===== config.mk =====
export PLATFORM = sky130hd
export DESIGN_NAME = tlpw_entry_check
export DESIGN_NICKNAME = d
export VERILOG_FILES = /design/src/hdl/assert_macros.svh /design/src/hdl/tlpw_pkg.sv /design/src/hdl/tlpw_entry_check.sv
export SDC_FILE = /design/constraint.sdc
export NUM_CORES = 1
export LEC_CHECK = 0
export BUFFER_PORTS_ARGS = -buffer_cell sky130_fd_sc_hd__buf_4
export CAP_MARGIN = 20
export CORE_AREA = 4 4 41 43
export DETAILED_ROUTE_END_ITERATION = 16
export DIE_AREA = 0 0 45 47
export PLACE_DENSITY = 0.59
export SETUP_SLACK_MARGIN = 0.2
export SYNTH_ARGS = -nofsm -noshare
export SYNTH_HDL_FRONTEND = slang
export SYNTH_SLANG_ARGS = --single-unit

===== constraint.sdc =====
create_clock -name vclk -period 1.6
set_input_delay 0.32 -clock vclk [all_inputs]
set_output_delay 0.32 -clock vclk [all_outputs]
set_load 0.05 [all_outputs]

===== src/hdl/assert_macros.svh =====
// Assertion macros for the RTL files of the page-table walker.
// Uses the clk and rst_n names of the including module; no other dependencies.
`ifndef ASSERT_MACROS_SVH
`define ASSERT_MACROS_SVH

// Clocked check that is switched off while reset is asserted.
`define ASSERT_CLK(name, prop, msg) \
    name: assert property (@(posedge clk) disable iff (!rst_n) (prop)) else $error(msg);

// Clocked check that also holds while reset is asserted.
`define ASSERT_ALWAYS(name, prop, msg) \
    name: assert property (@(posedge clk) (prop)) else $error(msg);

`endif


===== src/hdl/tlpw_pkg.sv =====
// Package for the two-level page-table walker: sizes, codes, item types and
// the page-table entry encoder. No dependencies.
`timescale 1ns / 1ps

package tlpw_pkg;

    localparam int MAX_PAGES        = 16;
    localparam int ENTRIES_PER_PAGE = 1024;
    localparam int PAGE_W           = $clog2(MAX_PAGES);
    localparam int SLOT_W           = $clog2(ENTRIES_PER_PAGE);
    localparam int ADDR_W           = PAGE_W + SLOT_W;
    localparam int DEPTH            = MAX_PAGES * ENTRIES_PER_PAGE;
    localparam int NFP_W            = $clog2(MAX_PAGES + 1);
    localparam int CFG_W            = 5;
    localparam int PPN_W            = 20;
    localparam int OFFSET_W         = 12;
    localparam int STATUS_W         = 3;

    localparam logic OP_MAP       = 1'b0;
    localparam logic OP_TRANSLATE = 1'b1;

    localparam logic [1:0] ACC_READ  = 2'd0;
    localparam logic [1:0] ACC_WRITE = 2'd1;
    localparam logic [1:0] ACC_EXEC  = 2'd2;

    localparam logic [STATUS_W-1:0] ST_OK   = 3'd0;
    localparam logic [STATUS_W-1:0] ST_OOM  = 3'd1;
    localparam logic [STATUS_W-1:0] ST_DUP  = 3'd2;
    localparam logic [STATUS_W-1:0] ST_PERM = 3'd3;
    localparam logic [STATUS_W-1:0] ST_ADDR = 3'd4;

    // Entry bit positions.
    localparam int E_VALID   = 0;
    localparam int E_PRESENT = 1;
    localparam int E_READ    = 2;
    localparam int E_WRITE   = 3;
    localparam int E_EXEC    = 4;
    localparam int E_USER    = 5;

    typedef struct packed {
        logic        opcode;
        logic        fresh_table;
        logic [3:0]  table_page;
        logic [31:0] vaddr;
        logic        user_mode;
        logic        allow_exec;
        logic        allow_write;
        logic        allow_read;
        logic [1:0]  access_kind;
    } in_item_t;

    typedef struct packed {
        logic [STATUS_W-1:0] status;
        logic [31:0]         phys_addr;
    } out_item_t;

    // Result of checking one fetched entry.
    typedef struct packed {
        logic valid;
        logic present;
        logic perm_ok;
        logic ppn_ok;
    } chk_t;

    // Valid, present and accessed set, bit 7 set, reserved bits 11:8 clear.
    function automatic logic [31:0] make_entry(input logic [PPN_W-1:0] ppn,
                                               input in_item_t item);
        make_entry = {ppn, 4'b0000, 1'b1, 1'b1, item.user_mode, item.allow_exec,
                      item.allow_write, item.allow_read, 1'b1, 1'b1};
    endfunction

endpackage


===== src/hdl/tlpw_entry_check.sv =====
// Shared entry checker: decodes one page-table entry against the access kind,
// the privilege level and the page limit. Depends on tlpw_pkg.
`timescale 1ns / 1ps

module tlpw_entry_check (
    input  logic [31:0]              entry,
    input  logic [1:0]               access_kind,
    input  logic                     user_mode,
    input  logic [tlpw_pkg::NFP_W-1:0] limit,
    output tlpw_pkg::chk_t           chk
);
    import tlpw_pkg::*;

    logic kind_bit;

    always_comb
    begin
        case (access_kind)
            ACC_READ:  kind_bit = entry[E_READ];
            ACC_WRITE: kind_bit = entry[E_WRITE];
            ACC_EXEC:  kind_bit = entry[E_EXEC];
            default:   kind_bit = 1'b0;
        endcase
    end

    assign chk.valid   = entry[E_VALID];
    assign chk.present = entry[E_PRESENT];
    assign chk.perm_ok = kind_bit && (!user_mode || entry[E_USER]);
    assign chk.ppn_ok  = entry[31:OFFSET_W] < PPN_W'(limit);

endmodule


==> results of run 1 <==
[cell usage in the layout (no fill, tap or decap)]
| cell | Yosys | routed |
|---|---|---|
| o21a_1 | 1 | 1 |
| nor2_2 | 0 | 1 |
| inv_1 | 5 | 4 |
| buf_4 | 2 | 32 |
| nand4_1 | 1 | 1 |
| ha_2 | 0 | 1 |
| nand3b_1 | 1 | 1 |
| nor3b_2 | 0 | 2 |
| mux2i_1 | 1 | 1 |
| nor2_1 | 2 | 1 |
| ha_4 | 0 | 2 |
| o21ai_1 | 0 | 2 |
| ha_1 | 4 | 1 |
| buf_6 | 0 | 2 |
| nor4_2 | 4 | 4 |
| a21oi_2 | 0 | 2 |
| inv_4 | 0 | 1 |
[area by class of cell]
class	count	area (µm²)	share of cell area (%)
Inverter	5	21.3	4.06
Multi-Input combinational cell	20	221	42.2
Tap cell	15	18.8	3.58
Timing Repair Buffer	34	263	50.1
[routing by layer]
metal | wire length [µm] | vias up
li1 | - | 162
met1 | 237 | 134
met2 | 345 | 20
met3 | 156 | 0
met4 | 0 | 0
met5 | 0 | -
[metrics by stage]
stage / power, mW / std cells / util, %
after floorplan: 0.0473 / 27 / -
after global placement: 0.104 / 74 / 36.4
after detailed placement: 0.105 / 74 / 36.4
after CTS: 0.118 / 74 / 40.3
after global routing: 0.127 / 74 / 40.3
final: 0.116 / 74 / 40.3
[kinds of logic after synthesis]
family	synth area share [%]
AND/OR/NAND/NOR	41.6
buffers and inverters	16.3
AO/OA/AOI/OAI	13.3
multiplexers	4.82
adder cells (fa/ha/maj)	24.1
[power groups by stage]
stage | sequential [mW] | combinational, mW | clock, mW
finish | 0 | 0.116 | 0
CTS | 0 | 0.118 | 0
detailed placement | 0 | 0.105 | 0
global route | 0 | 0.127 | 0
global placement | 0 | 0.104 | 0
floorplan | 0 | 0.0473 | 0
[timing repair]
action / CTS / global route
endpoints found under the hold margin: 0 / 0
hold buffers: 0 / 0
resized for setup: 12 / 0
pin swaps: 7 / 1
endpoints found under the setup margin: 1 / 1
[path summary, 6_finish.rpt]
kind      from  endpoint  slack (ns)  cells after the start
max   limit[1]    chk[0]        0.09                      7
min   entry[1]    chk[2]        0.64                      0
==> results.toml, run 1 <==
[outcome]
status = "complete, no violations"

[pwr]
p_int_uw = 74.2
seqPwrFrac_pct = 0
swShare_pct = 36.1
powerDensity_mw_per_mm2 = 222
pwr-share-comb_pct = 100.0
peakVddDrop_uv = 95.3
leakagePower_nw = 0.252
power_frac_clock_pct = 0
p_switching_uw = 42.0

[layout]
fin_area_um2 = 524
syn_to_final_growth_pct = 152
regArea_um2 = 0
seq_cells = 0
nets = 105
drive_gt1_share_pct = 79.7
n_fill_cell = 149
nClkBuffers = 0
num_antenna_cells = 0

[synth]
yosysWarnings = 0
synth_cell_types = 12
synth_top_area_cell = "ha_1"
syn_inst = 27
syn-num-nets = 71
yosysTopAreaCellShare_pct = 24.1
syn-mean-instance-area_um2 = 7.69
synth_commonest_cells = "inv_1, ha_1, nor4_2"
synthTopCellsByArea = "ha_1, nor4_2, inv_1"
synth_area_um2 = 208
synth-seq-area-share_pct = 0
yosysMostFrequentCell = "inv_1"

[job]
max-cap-violations = 0

[routing]
firstDrtPassIters = 1
remaining_drc_errors = 0
drtAntennaViolNets = 0
routedWlPerCell_um = 9.99
via_count = 316
routed_wl_um = 739
first_iter_violations = 0
viasPerCell = 4.27

[sta]
setup_ws_ns = 0.0859
min_period_over_period_pct = 94.6
worst_slew_pin_slew_ns = 0.204
rsz0062_at_grt = "true"
timing.slew.headroom_pct = 86.3
hold_viol = 0
setup_viol = 0
finalMaxSlewViolations = 0
fmaxAchievable_mhz = 660
tns_ns = 0
holdWs_ns = 0.640
fin_crit_ns = 1.51

[setup_path]
arrival_ns = 1.19
path_class = "in2out"
cp_slowest_cell = "ha_4"
endpoint_kind = "primary output"
cp-start-kind = "primary input"
required_ns = 1.28
critPathBufInv = 3
path_max_fanout = 1
crit_family = "compound AO/OA/AOI/OAI gates"
crit_chain = "buf_6 -> inv_4 -> ha_4 -> o21ai_1 -> o21ai_1 -> a21oi_2 -> buf_6"
max_stage_delay_ns = 0.19

[global_routing]
grt_usage_pct = 5.98
top_usage_layer = "met2"
grtUsageMet1_pct = 7.64
grt_pass1_vias = 269
grtUsageMet2_pct = 10.2
grt_max_degree = 3
grt_pass1_wl_mm = 1.03
overflow = 0
antenna_found_initial = 0
use_met3_pct = 2.30

[placed_design]
post-place-ws_ns = -0.0261
gp_congestion = 0.678
numPortBuffers = 34
post_dp_cell_area_um2 = 474
hpwlAfterDp_um = 681

[floorplanning]
fp.dieH_um = 47
row_count = 13
core_area_mm2 = 0.00130
die_area_mm2 = 0.00212
initial_core_util_pct = 16.0
io_pins = 44
die_w_um = 45

[hold_path]
worstHoldPathType = "in2out"

[cts]
cts_setup_buffers = 0
(Power assumes the default switching activity.)
==> inputs of run 2 (changes only) <==
GPL_TIMING_DRIVEN = 0   (was default)
==> results.toml, run 2 (synthesized netlist as in run 1, its figures left out) <==
[routing]
remaining_drc_errors = 0
firstDrtPassIters = 1
drtAntennaViolNets = 0
first_iter_violations = 0
viasPerCell = 4.18
via_count = 326
routedWlPerCell_um = 9.78
routed_wl_um = 763

[setup_path]
max_stage_delay_ns = 0.19
cp-start-kind = "primary input"
required_ns = 1.28
path_class = "in2out"
cp-startpoint = "limit[1]"
crit_family = "compound AO/OA/AOI/OAI gates"
crit_chain = "buf_6 -> inv_4 -> ha_4 -> o21ai_1 -> o21ai_1 -> a21oi_2 -> buf_6"
endpoint_kind = "primary output"
cp_slowest_cell = "ha_4"
critPathBufInv = 3
path_max_fanout = 1
arrival_ns = 1.18

[global_routing]
grt_max_degree = 3
grt_pass1_vias = 271
overflow = 0
antenna_found_initial = 0
grt_pass1_wl_mm = 1.05
grt_usage_pct = 6.06

[placed_design]
hpwlAfterDp_um = 700
post_dp_cell_area_um2 = 504
post-place-ws_ns = -0.0445
gp_congestion = 0.617
numPortBuffers = 36

[hold_path]
worstHoldPathType = "in2out"
hp-start = "entry[1]"

[outcome]
status = "complete, no violations"

[pwr]
leakagePower_nw = 0.271
power.total_uw = 136
peakVddDrop_uv = 104
powerDensity_mw_per_mm2 = 241

[sta]
worst_slew_pin_slew_ns = 0.198
rsz0062_at_grt = "true"
tns_ns = 0
setup_ws_ns = 0.103
min_period_over_period_pct = 93.5
finalMaxSlewViolations = 0
setup_viol = 0
fin_crit_ns = 1.50
timing.slew.headroom_pct = 86.7
fmaxAchievable_mhz = 668
hold_viol = 0

[layout]
n_fill_cell = 131
fin_area_um2 = 564
seq_cells = 0
multi_input_area_um2 = 231
nClkBuffers = 0
regArea_um2 = 0
num_antenna_cells = 0
nets = 109
final_common_cell = "buf_4"
drive_gt1_share_pct = 84.1
final_core_util_pct = 43.4
final_cell_mix = "buf_4, nor4_2, ha_4"
syn_to_final_growth_pct = 172

[floorplanning]
io_pins = 44
initial_core_util_pct = 16.0
die_w_um = 45
die_area_mm2 = 0.00212
row_count = 13
fp.dieH_um = 47
core_area_mm2 = 0.00130

[cts]
hold_buffers = 0
cts_setup_buffers = 0

[job]
max-cap-violations = 0
## run 2: report_power, final
part / internal [mW] / switching, mW
combinational: 0.0816 / 0.0545
sequential: 0 / 0
clock: 0 / 0
## run 2: metrics by stage
stage	hold WS (ns)	instances
2_1_floorplan	0.785	27
3_3_place_gp	0.895	78
3_5_place_dp	0.896	78
4_1_cts	0.897	78
5_1_grt	0.899	78
6_report	0.895	78
## run 2: path summary, 6_finish.rpt
kind	end	slack, ns	cells after the start
worst min-delay path	chk[2]	0.90	2
worst max-delay path	chk[0]	0.10	7
## run 2: final cells by class
class	instances	share of cell area [%]
timing repair buffer	36	49.2
inverter	5	3.77
buffer	2	2.66
multi-input combinational	20	41.0
tap	15	3.33
## run 2: metal layers
| layer | vias to the layer above | track usage, % | wire, µm |
|---|---|---|---|
| li1 | 170 | - | - |
| met1 | 134 | 7.64 | 276 |
| met2 | 22 | 11.0 | 355 |
| met3 | 0 | 1.53 | 130 |
| met4 | 0 | 0 | 0 |
| met5 | - | 0 | 0 |
## run 2: repair_timing
item / CTS / global route
setup endpoints to repair: 1 / 1
pin swaps: 8 / 0
hold endpoints to repair: 0 / 0
gates resized for setup: 15 / 0
